`src/hdl/mono_bitmap_blit_2x_top_assert.svh`:
```
// Assertion macros for the doubled-scale sprite row blitter.
// Used by mono_bitmap_blit_2x_top; expects clk_i and rst_ni in scope.
`ifndef MONO_BITMAP_BLIT_2X_TOP_ASSERT_SVH
`define MONO_BITMAP_BLIT_2X_TOP_ASSERT_SVH
`ifndef SYNTHESIS
`define MBB_ASSERT(lbl, prop) \
  lbl: assert property (@(posedge clk_i) disable iff (!rst_ni) (prop)) \
    else $error("mbb assertion failed");
`define MBB_NEVER(lbl, expr) \
  lbl: assert property (@(posedge clk_i) disable iff (!rst_ni) !(expr)) \
    else $error("mbb forbidden condition seen");
`else
`define MBB_ASSERT(lbl, prop)
`define MBB_NEVER(lbl, expr)
`endif
`endif

```
`src/hdl/mbb_pkg.sv`:
```
// Shared types and constants for the doubled-scale sprite row blitter.
// No dependencies; used by mbb_ctrl, mbb_datapath and the top level.
`timescale 1ns / 1ps

package mbb_pkg;

  localparam int AddrW = 20;
  localparam int ColorW = 32;
  localparam int LineW = 13;
  localparam logic [LineW-1:0] LineWidthRst = 13'd640;

  // Configuration register indices
  localparam logic CfgBgColor = 1'b0;
  localparam logic CfgLineWidth = 1'b1;

  typedef enum logic [1:0] {
    ST_IDLE,
    ST_LOAD,
    ST_SCAN
  } state_e;

  // Controller to datapath
  typedef struct packed {
    logic load;   // capture the input request
    logic prep;   // align row bits, form the line base address
    logic skip;   // advance past a column that draws nothing
    logic emit;   // push one result into the output register
  } cmd_t;

  // Datapath to controller
  typedef struct packed {
    logic pending;  // drawn columns remain
    logic drawn;    // current column draws
    logic last;     // current result is the row's final one
    logic out_free; // output register can take a result
  } status_t;

endpackage

```
`src/hdl/mbb_ctrl.sv`:
```
// Controller state machine for the sprite row blitter.
// Depends on mbb_pkg; drives mbb_datapath through cmd_t, reads status_t.
`timescale 1ns / 1ps

module mbb_ctrl (
  input  logic             clk_i,
  input  logic             rst_ni,
  input  logic             in_valid_i,
  output logic             in_ready_o,
  input  mbb_pkg::status_t status_i,
  output mbb_pkg::cmd_t    cmd_o
);

  mbb_pkg::state_e state_q, state_d;

  always_ff @(posedge clk_i or negedge rst_ni) begin
    if (!rst_ni) begin
      state_q <= mbb_pkg::ST_IDLE;
    end else begin
      state_q <= state_d;
    end
  end

  always_comb begin
    state_d = state_q;
    case (state_q)
      mbb_pkg::ST_IDLE: begin
        if (in_valid_i) state_d = mbb_pkg::ST_LOAD;
      end
      mbb_pkg::ST_LOAD: begin
        state_d = mbb_pkg::ST_SCAN;
      end
      mbb_pkg::ST_SCAN: begin
        if (!status_i.pending) state_d = mbb_pkg::ST_IDLE;
      end
      default: state_d = mbb_pkg::ST_IDLE;
    endcase
  end

  always_comb begin
    in_ready_o = 1'b0;
    cmd_o = '0;
    case (state_q)
      mbb_pkg::ST_IDLE: begin
        in_ready_o = 1'b1;
        cmd_o.load = in_valid_i;
      end
      mbb_pkg::ST_LOAD: begin
        cmd_o.prep = 1'b1;
      end
      mbb_pkg::ST_SCAN: begin
        cmd_o.skip = status_i.pending && !status_i.drawn;
        cmd_o.emit = status_i.pending && status_i.drawn && status_i.out_free;
      end
      default: begin
        in_ready_o = 1'b0;
      end
    endcase
  end

endmodule

```
`src/hdl/mbb_datapath.sv`:
```
// Datapath for the sprite row blitter: config registers, row shifters,
// address arithmetic and the output register. Depends on mbb_pkg.
`timescale 1ns / 1ps

module mbb_datapath #(
  parameter int MAX_WIDTH = 32
) (
  input  logic                        clk_i,
  input  logic                        rst_ni,
  input  logic                        cfg_valid_i,
  input  logic                        cfg_index_i,
  input  logic [31:0]                 cfg_data_i,
  input  logic [31:0]                 shape_row_bits_i,
  input  logic [5:0]                  shape_width_i,
  input  logic [7:0]                  bitmap_row_i,
  input  logic [8:0]                  origin_col_i,
  input  logic [7:0]                  origin_row_i,
  input  logic [31:0]                 shape_color_i,
  input  logic                        erase_foreground_i,
  input  logic                        erase_background_i,
  input  mbb_pkg::cmd_t               cmd_i,
  output mbb_pkg::status_t            status_o,
  input  logic                        out_ready_i,
  output logic                        out_valid_o,
  output logic [mbb_pkg::AddrW-1:0]   pixel_address_o,
  output logic [mbb_pkg::ColorW-1:0]  pixel_color_o,
  output logic                        last_write_o
);

  localparam int CW = $clog2(MAX_WIDTH + 1);

  logic [mbb_pkg::ColorW-1:0] bg_q;
  logic [mbb_pkg::LineW-1:0]  lw_q;

  logic [MAX_WIDTH-1:0]       bits_q, drawn_q, drawn_in;
  logic [CW-1:0]              shift_q, width_clamp;
  logic [9:0]                 line0_q;
  logic [mbb_pkg::AddrW-1:0]  xcol_q, base_q, addr;
  logic [mbb_pkg::ColorW-1:0] color_q, pix_color;
  logic                       efg_q, lower_q;
  logic [22:0]                prod;
  logic                       out_valid_q, last_q, out_free, advance, last_res;
  logic [mbb_pkg::AddrW-1:0]  addr_q;
  logic [mbb_pkg::ColorW-1:0] pcolor_q;

  always_ff @(posedge clk_i or negedge rst_ni) begin
    if (!rst_ni) begin
      bg_q <= '0;
      lw_q <= mbb_pkg::LineWidthRst;
    end else if (cfg_valid_i) begin
      if (cfg_index_i == mbb_pkg::CfgBgColor) bg_q <= cfg_data_i;
      if (cfg_index_i == mbb_pkg::CfgLineWidth) lw_q <= cfg_data_i[mbb_pkg::LineW-1:0];
    end
  end

  // Clamp width and mark the columns that draw
  always_comb begin
    width_clamp = ({1'b0, shape_width_i} > 7'(MAX_WIDTH)) ? CW'(MAX_WIDTH)
                                                          : CW'(shape_width_i);
    for (int i = 0; i < MAX_WIDTH; i++) begin
      drawn_in[i] = (CW'(i) < width_clamp) && (shape_row_bits_i[i] || erase_background_i);
    end
  end

  assign prod     = 23'(line0_q) * 23'(lw_q);
  assign out_free = !out_valid_q || out_ready_i;
  assign advance  = cmd_i.skip || (cmd_i.emit && lower_q);
  assign last_res = lower_q && ((drawn_q << 1) == '0);

  assign addr = base_q + xcol_q + (lower_q ? mbb_pkg::AddrW'(lw_q) : '0);
  assign pix_color = (bits_q[MAX_WIDTH-1] && !efg_q) ? color_q : bg_q;

  always_ff @(posedge clk_i) begin
    if (cmd_i.load) begin
      bits_q  <= shape_row_bits_i[MAX_WIDTH-1:0];
      drawn_q <= drawn_in;
      shift_q <= CW'(MAX_WIDTH) - width_clamp;
      line0_q <= {(9'(origin_row_i) + 9'(bitmap_row_i)), 1'b0};
      xcol_q  <= mbb_pkg::AddrW'({origin_col_i, 1'b0});
      color_q <= shape_color_i;
      efg_q   <= erase_foreground_i;
    end else if (cmd_i.prep) begin
      // Put the leftmost pixel at the top bit
      bits_q  <= bits_q << shift_q;
      drawn_q <= drawn_q << shift_q;
      base_q  <= prod[mbb_pkg::AddrW-1:0];
    end else if (advance) begin
      bits_q  <= bits_q << 1;
      drawn_q <= drawn_q << 1;
      xcol_q  <= xcol_q + mbb_pkg::AddrW'(2);
    end
  end

  always_ff @(posedge clk_i or negedge rst_ni) begin
    if (!rst_ni) begin
      lower_q     <= 1'b0;
      out_valid_q <= 1'b0;
    end else begin
      if (cmd_i.load) lower_q <= 1'b0;
      else if (cmd_i.emit) lower_q <= !lower_q;
      if (cmd_i.emit) out_valid_q <= 1'b1;
      else if (out_ready_i) out_valid_q <= 1'b0;
    end
  end

  always_ff @(posedge clk_i) begin
    if (cmd_i.emit) begin
      addr_q   <= addr;
      pcolor_q <= pix_color;
      last_q   <= last_res;
    end
  end

  assign status_o.pending  = |drawn_q;
  assign status_o.drawn    = drawn_q[MAX_WIDTH-1];
  assign status_o.last     = last_res;
  assign status_o.out_free = out_free;

  assign out_valid_o     = out_valid_q;
  assign pixel_address_o = addr_q;
  assign pixel_color_o   = pcolor_q;
  assign last_write_o    = last_q;

endmodule

```
`src/hdl/mono_bitmap_blit_2x_top.sv`:
```
// Channel      Direction  Handshake                Payload
// cfg          in         cfg_valid_i/cfg_ready_o  cfg_index_i, cfg_data_i
// row request  in         in_valid_i/in_ready_o    shape fields, origin, colour, flags
// pixel write  out        out_valid_o/out_ready_i  pixel_address_o, pixel_color_o, last_write_o
//
// A row request is captured, then a setup step aligns the row bits and forms the line
// base address, then the scan handles one skipped column or one result a cycle.
// Reset (asynchronous, active low) sets background colour to 0 and line width to
// 640. A stalled output holds the scan; a new request is taken once the scan has
// found no drawn columns left and the controller has returned to idle.
//
// Top level of the doubled-scale sprite row blitter.
// Depends on mbb_pkg, mbb_ctrl, mbb_datapath and the assertion macro header.
`timescale 1ns / 1ps
`include "mono_bitmap_blit_2x_top_assert.svh"

module mono_bitmap_blit_2x_top #(
  parameter int MAX_WIDTH = 32
) (
  input  logic        clk_i,
  input  logic        rst_ni,
  // configuration writes
  input  logic        cfg_valid_i,
  output logic        cfg_ready_o,
  input  logic        cfg_index_i,
  input  logic [31:0] cfg_data_i,
  // row request
  input  logic        in_valid_i,
  output logic        in_ready_o,
  input  logic [31:0] shape_row_bits_i,
  input  logic [5:0]  shape_width_i,
  input  logic [7:0]  bitmap_row_i,
  input  logic [8:0]  origin_col_i,
  input  logic [7:0]  origin_row_i,
  input  logic [31:0] shape_color_i,
  input  logic        erase_foreground_i,
  input  logic        erase_background_i,
  // pixel pair writes
  output logic        out_valid_o,
  input  logic        out_ready_i,
  output logic [19:0] pixel_address_o,
  output logic [31:0] pixel_color_o,
  output logic        last_write_o
);

  mbb_pkg::cmd_t    cmd;
  mbb_pkg::status_t status;

  // Config registers are plain flops: always take the write
  assign cfg_ready_o = 1'b1;

  mbb_ctrl u_ctrl (
    .clk_i      (clk_i),
    .rst_ni     (rst_ni),
    .in_valid_i (in_valid_i),
    .in_ready_o (in_ready_o),
    .status_i   (status),
    .cmd_o      (cmd)
  );

  mbb_datapath #(
    .MAX_WIDTH (MAX_WIDTH)
  ) u_datapath (
    .clk_i              (clk_i),
    .rst_ni             (rst_ni),
    .cfg_valid_i        (cfg_valid_i),
    .cfg_index_i        (cfg_index_i),
    .cfg_data_i         (cfg_data_i),
    .shape_row_bits_i   (shape_row_bits_i),
    .shape_width_i      (shape_width_i),
    .bitmap_row_i       (bitmap_row_i),
    .origin_col_i       (origin_col_i),
    .origin_row_i       (origin_row_i),
    .shape_color_i      (shape_color_i),
    .erase_foreground_i (erase_foreground_i),
    .erase_background_i (erase_background_i),
    .cmd_i              (cmd),
    .status_o           (status),
    .out_ready_i        (out_ready_i),
    .out_valid_o        (out_valid_o),
    .pixel_address_o    (pixel_address_o),
    .pixel_color_o      (pixel_color_o),
    .last_write_o       (last_write_o)
  );

  // Never overwrite a result that is still waiting
  `MBB_NEVER(a_no_overwrite, cmd.emit && out_valid_o && !out_ready_i)
  // An accepted request is held off the input for the setup cycle
  `MBB_ASSERT(a_busy_after_accept, (in_valid_i && in_ready_o) |=> !in_ready_o)
  // Queuing the final result frees the input once the controller is back in idle
  `MBB_ASSERT(a_idle_after_last, (cmd.emit && status.last) |=> ##1 in_ready_o)
  // Skip and emit are exclusive
  `MBB_NEVER(a_skip_emit, cmd.skip && cmd.emit)

endmodule

```
`config.mk`:
```
export PLATFORM = sky130hd
export DESIGN_NAME = mono_bitmap_blit_2x_top
export DESIGN_NICKNAME = d
export VERILOG_FILES = /design/src/hdl/mbb_pkg.sv /design/src/hdl/mbb_ctrl.sv /design/src/hdl/mbb_datapath.sv /design/src/hdl/mono_bitmap_blit_2x_top.sv
export VERILOG_INCLUDE_DIRS = /design/src /design/src/hdl
export SDC_FILE = /design/constraint.sdc
export NUM_CORES = 1
export LEC_CHECK = 0
export BUFFER_PORTS_ARGS = -buffer_cell sky130_fd_sc_hd__buf_2
export CORE_UTILIZATION = 45
export CTS_CLUSTER_DIAMETER = 120
export DETAILED_ROUTE_END_ITERATION = 8
export PLACE_DENSITY = 0.69
export SYNTH_ARGS = -nofsm -noshare
export SYNTH_HDL_FRONTEND = slang
export SYNTH_SLANG_ARGS = --single-unit
```
`constraint.sdc`:
```
create_clock -name clk_i -period 15.72 [get_ports clk_i]
set_input_delay 0 -clock clk_i [delete_from_list [all_inputs] [get_ports clk_i]]
set_output_delay 0 -clock clk_i [all_outputs]
set_load 0.05 [all_outputs]
```
## Word-level counts from Yosys, hierarchy flattened

Cells that the tools add are included.

| storage, ports and cells | value |
|---|---|
| latch bits | 0 |
| bits in writable memories | 0 |
| memories | 0 |
| bits in registers | 253 |
| bits in read-only memories | 0 |
| logic and storage cells | 178 |

| cells by class | value |
|---|---|
| reduce and logical (&&, ||, !) cells | 89 |
| eq/ne operators | 5 |
| shift operators | 2 |
| bitwise gates (word level) | 3 |
| add/sub/neg operators | 5 |
| multiplexer cells | 23 |
| multiply operators | 1 |
| divide/modulo/power cells | 0 |
| magnitude comparators | 33 |

Operators by type and width:

| kind | number |
|---|---|
| 2-to-1 mux 32 bit | 7 |
| less-than comparator 5 x 6 -> 1 bit (first input constant) | 16 |
| left shift 32 x 6 -> 32 bit | 2 |
| less-than comparator 4 x 6 -> 1 bit (first input constant) | 8 |
| adder 20 bit | 2 |
| logical AND 1 bit | 38 |
| logical OR 1 bit | 34 |
| logical NOT 32 bit | 1 |
| OR reduction 32 bit | 1 |
| 2-to-1 mux 10 bit | 3 |
| less-than comparator 3 x 6 -> 1 bit (first input constant) | 4 |
| adder 20 x 2 -> 20 bit (second input constant) | 1 |
| multiplier 9 x 13 -> 19 bit | 1 |
| 2-to-1 mux 13 bit | 1 |
| less-than comparator 1 x 6 -> 1 bit (first input constant) | 2 |
| less-than comparator 2 x 6 -> 1 bit (first input constant) | 2 |
| AND reduction 2 bit | 6 |
| adder 8 x 8 -> 9 bit | 1 |
| 2-to-1 mux 1 bit | 7 |
| greater-than comparator 6 bit (second input constant) | 1 |
| 2-to-1 mux 2 bit | 3 |
| 2-to-1 mux 6 bit | 1 |
| one-hot mux 2 bit (3 select lines) | 1 |
| nonzero test 2 bit | 3 |
| other kinds (9) | 15 |

## Longest topological paths before layout

| depth | value |
|---|---|
| word-level depth | 9 |
| mapped depth | 17 |
| mapped depth without buffers | 16 |

## By module

From an unflattened synthesis, not the netlist that was laid out.

| unflattened totals | value |
|---|---|
| cells, all modules | 1,693 |
| area, all modules | 18,285.0 sq um |

Modules (own cells, without submodules):

| module | cells each | area each (sq um) | instances | seq. area each (sq um) |
|---|---|---|---|---|
| mbb_datapath | 1,680 | 18,173.7 | 1 | 7,174.4 |
| mbb_ctrl | 11 | 100.1 | 1 | 50.0 |
| mono_bitmap_blit_2x_top | 2 | 11.3 | 1 | 0.0 |

## Worst setup path before layout

No wires, ideal clock.

| path | value |
|---|---|
| kind | register to register |
| start point | reg u_datapath.out_valid_q (netlist: u_datapath.out_valid_o) |
| end point | reg u_datapath.bits_q[30], enable pin |
| required time | 15.355 ns |
| path slack | 9.812 ns |
| buffers on the path | 0 |
| setup time | 0.365 ns |
| data arrival time | 5.543 ns |
| cell stages (with the launch flop) | 6 |
| cell sequence | dfrtp_1 a21oi_1 nand2_1 o31ai_1 or3_1 a21boi_0 |

RTL lines:

| element | line | source |
|---|---|---|
| start: declaration | mbb_datapath.sv:42 | `logic out_valid_q, last_q, out_free, advance, last_res;` |
| start signal: assignment | mbb_datapath.sv:97 | `out_valid_q <= 1'b0;` |
| start signal: assignment | mbb_datapath.sv:101 | `if (cmd_i.emit) out_valid_q <= 1'b1;` |
| start signal: assignment | mbb_datapath.sv:102 | `else if (out_ready_i) out_valid_q <= 1'b0;` |
| end signal: assignment | mbb_datapath.sv:75 | `bits_q <= shape_row_bits_i[MAX_WIDTH-1:0];` |
| end signal: assignment | mbb_datapath.sv:84 | `bits_q <= bits_q << shift_q;` |
| end signal: assignment | mbb_datapath.sv:88 | `bits_q <= bits_q << 1;` |
| end: declaration | mbb_datapath.sv:35 | `logic [MAX_WIDTH-1:0] bits_q, drawn_q, drawn_in;` |

## Worst setup path after layout

| path | value |
|---|---|
| start point | reg u_datapath.line0_q[6] |
| end point | reg u_datapath.base_q[19] (netlist name), data pin |

| between the ends | value |
|---|---|
| cells in the longest elaborated chain, start to end | 1 |

RTL lines:

| element | line | source |
|---|---|---|
| start: declaration | mbb_datapath.sv:37 | `logic [9:0] line0_q;` |
| start signal: assignment | mbb_datapath.sv:78 | `line0_q <= {(9'(origin_row_i) + 9'(bitmap_row_i)), 1'b0};` |
| multiplier 9 x 13 -> 19 bit | mbb_datapath.sv:65 | `assign prod = 23'(line0_q) * 23'(lw_q);` |
| net u_datapath.prod[19] | mbb_datapath.sv:41 | `logic [22:0] prod;` |
| end signal: assignment | mbb_datapath.sv:86 | `base_q <= prod[mbb_pkg::AddrW-1:0];` |
| end: declaration | mbb_datapath.sv:38 | `logic [mbb_pkg::AddrW-1:0] xcol_q, base_q, addr;` |

The timed path passes the listed nets, and every way through them passes these cells.
A chain may end at the register's enable or synchronous reset.

==> results.md <==
- Status: completed
- Drt pass-1 iters: 8
- Syn Nets: 1,991
- Number of routed nets with antenna violations: 0
- Initial DRC count: 1,682
- Reg-to-Reg Start: u_datapath.line0_q[6]$_DFFE_PP_
- Longest Clk Path Bufs: 3
- Relative slew slack: 0.119
- Die Y: 204 um
- Peak VDD IR: approximately 0.14 mV
- Pwr Total: 5.15 mW
- GRT Total Usage: 0.271
- Most Crowded Layer GR: met2
- Vias per cell: 5.97
- Initial Util: 0.459
- Max H-tree Level: 1
- Comb pwr share: 0.587
- Synthesized flop and latch total: 252
- Pint: around 2.8 mW
- # DRC: 0
- HP Class: primary input to flip-flop
- Area Growth Syn to Fin: 20.0%
- Power per cell area: around 230 mW/mm^2
- Vias in the first global route: 15,200
- Row count: between 70 and 80
- Synthesized area: 0.0183 mm^2
- Port Buffers: 189
- Sw Share: 0.450
- CTS tree: yes
- Global routing met3 resource utilization: 0.0593
- Initial antenna violation count: 0
- MaxCap Viol Count: 0
- Post-layout util: 0.550
- Share of power burned in registers: 0.273
- RSZ-0062 raised after global routing: false
- M1 GR Usage: 0.382
- Post-synth top area cell: edfxtp_1
- Die Width: slightly above 200 um
- R2r setup slk: 10,660 ps
- Min Hold Slack: 45.0 ps
- Inserted Clock Buffers: 28
- Synth Area per Inst: 10.8 um^2
- Post-synth top area share: 0.316
- Non-Filler Instances: 2,516
- Pins over their slew limit: 0
- Hpwl dp: 38,900 um
- Fin nets: 2,259
- Post-CTS Repair Setup Buffers: 0
- Largest net degree at the start of global routing: a little over 70
- Core box area: 0.0400 mm^2
- Worst EP required: around 16,000 ps
- Max frequency: 198 MHz
- Total wire length: ~56,000 um
- CP Capture Point: u_datapath.base_q[19]$_DFFE_PP_
- Worst reg2reg endpoint: u_datapath.base_q[19]$_DFFE_PP_
- Ant diodes: 0
- Synthesized netlist cell count: roughly 1,700
- EDFF count, synth: 193
- Clock transition at the registers of the reported paths: 70 ps
- Post-route clock period utilization: 0.322
- Routed WL per cell: 22.2 um
- Clk pwr share: 0.140
- Critical Path Fanout Max: 13
- Clock sinks: 252
- Final setup vio count: 0
- Quantity of hold-fixing buffers added after cts: around 140
- Worst Setup SP: u_datapath.line0_q[6]$_DFFE_PP_
- Final Wtd Congestion: about 0.95
- Sequential element share of the synthesized area: 0.394
- Setup_tns: 0 ps
- Clk_lat worst skew: 580 ps
- Leakage: 9.03 nW
- Layout cells sized above 1: 0.204
- Syn. warnings: 0
- Total grt overflow: 0
- CP endpoint kind: flip-flop
- Root Buffer: clkbuf_16
- P_sw: 2.32 mW
- Die area: slightly above 0.04 mm^2
- Largest cells by area after synthesis: edfxtp_1 32%, fa_1 9.8%, dfrtp_1 6.4%, mux2_2 6.0%, ha_1 4.4%
- Clk_skew: 14.9 ps
- Final hold violations: 0
- Prevailing post-synth register cell: edfxtp_1
- Placed insts: 2,328
- Grt met2 use: 0.420
- Post-synth cell types: 75
- Top-Level Pins: approximately 190
- CTS resizes: 0
- R2R cell count: 13
- Min Clock Period, post-route: ~5000 ps
- CP Launch Type: flip-flop
- Ys async rst share: 0.194
- Crit path arrival time: 5360 ps
- First-pass GRT wire length: 87,500 um
- Least-Margin Pin Slew: 1310 ps
- Vias: 15,000
- WS Path Type: flip-flop to flip-flop
## power groups by stage
| stage | logic (mW) | registers [mW] | clock network [mW] |
|---|---|---|---|
| 5_1_grt | 3.36 | 1.43 | 0.757 |
| 2_1_floorplan | 2.14 | 1.45 | 0 |
| 4_1_cts | 3.01 | 1.39 | 0.733 |
| 6_report | 3.02 | 1.41 | 0.722 |
| 3_5_place_dp | 2.95 | 1.40 | 0 |
| 3_3_place_gp | 2.87 | 1.40 | 0 |
## stage by stage
stage	setup slack (ps)	area (um^2)
final	10660	22000
after global routing	10420	22000
after global placement	10800	19600
after detailed placement	10680	19600
after CTS	10660	22000
after floorplan	9810	18300
## cells in the final DEF (no fill, tap or decap), drive strengths merged, types with 19 or more instances in the layout
cell,instances
mux2i,71
inv,127
nand3,27
dlygate4sd3,136
edfxtp,193
fa,90
mux4,35
a221oi,26
nor2,117
dfrtp,47
mux2,98
and2,96
buf,209
ha,65
nor3,19
clkbuf,34
xnor2,45
a21oi,75
o21ai,61
nand2,147
## cell usage after synthesis, types with 4 or more instances
cell type	n
o2111ai_1	4
a21oi_1	75
a221oi_1	26
o21ai_0	60
inv_1	125
and3_1	6
o21a_1	9
xnor2_1	45
a31oi_1	15
nor2_1	117
mux2_2	97
edfxtp_1	193
buf_1	21
o221ai_1	17
a21o_1	13
a31o_2	5
o22ai_1	15
nor4_1	9
nand3_1	27
o311ai_0	4
xor2_1	14
or3_1	9
o211ai_1	17
o22a_1	5
and2_1	94
fa_1	90
a222oi_1	5
nand2_1	147
buf_2	10
mux4_2	35
clkbuf_1	66
mux2i_1	71
nor3_1	18
a211oi_1	16
nand2b_1	13
nand4_1	10
nor2b_1	13
buf_4	7
dfxtp_1	10
dfrtp_1	47
ha_1	65
## worst max-delay path: stages (launching register included)
cell and delay [ps]:
edfxtp_1 570, and2_1 240, fa_1 560, fa_1 470, fa_1 580, inv_1 60
fa_1 530, inv_1 50, ha_1 210, or4_1 530, o21ai_0 400, o311ai_0 280
a31oi_1 250, xnor2_1 80
## per-layer routing
layer,vias to the layer above,part of all wire
li1,6671,-
met5,-,0
met3,112,0.12
met4,0,0.026
met1,7265,0.41
met2,977,0.44
## kinds of logic (layout without fill, tap and decap cells)
logic type | after synthesis | in the layout | synth area share
AND/OR/NAND/NOR | 476 | 476 | 0.124
AO/OA/AOI/OAI | 319 | 319 | 0.117
flip-flops | 252 | 252 | 0.394
buffers and inverters | 235 | 525 | 0.0519
multiplexers | 204 | 204 | 0.142
adder cells (fa/ha/maj) | 155 | 155 | 0.143
XOR/XNOR | 59 | 59 | 0.0282
other | 1 | 1 | 0.000204
## layout make-up
cell class | count | area (um^2)
fillers | 3423 | 18000
repair buffers | 345 | 2460
clock inverters | 18 | 229
multi-input cells | 1214 | 10200
flip-flops and latches | 252 | 7220
well taps | 525 | 657
clock buffers | 34 | 776
inverters | 128 | 483
## registers in the layout (all words and copies together), names as in the netlist, 2 cells and up
name / count
u_datapath.drawn_q: 32
u_datapath.pixel_color_o: 32
u_datapath.color_q: 32
u_datapath.base_q: 19
u_datapath.line0_q: 9
u_datapath.lw_q: 13
u_datapath.xcol_q: 19
u_datapath.shift_q: 6
u_datapath.pixel_address_o: 20
u_datapath.bg_q: 32
u_datapath.bits_q: 32
u_ctrl.state_q: 2
## worst min path at each step
stage / from / cells after the start / endpoint / slack, ps
2_1_floorplan: rst_ni / 0 / u_ctrl.state_q[0]$_DFFE_PN0P_ / -300
3_3_place_gp: rst_ni / 2 / u_datapath.bg_q[10]$_DFFE_PN0P_ / 180
3_5_place_dp: rst_ni / 2 / u_datapath.bg_q[10]$_DFFE_PN0P_ / 180
4_1_cts: shape_width_i[1] / 3 / u_datapath.drawn_q[1]$_DFFE_PP_ / 8
5_1_grt: shape_width_i[1] / 3 / u_datapath.drawn_q[1]$_DFFE_PP_ / 60
6_report: bitmap_row_i[3] / 4 / u_datapath.line0_q[5]$_DFFE_PP_ / 40
No activity file was read; power rests on OpenSTA's default activity.
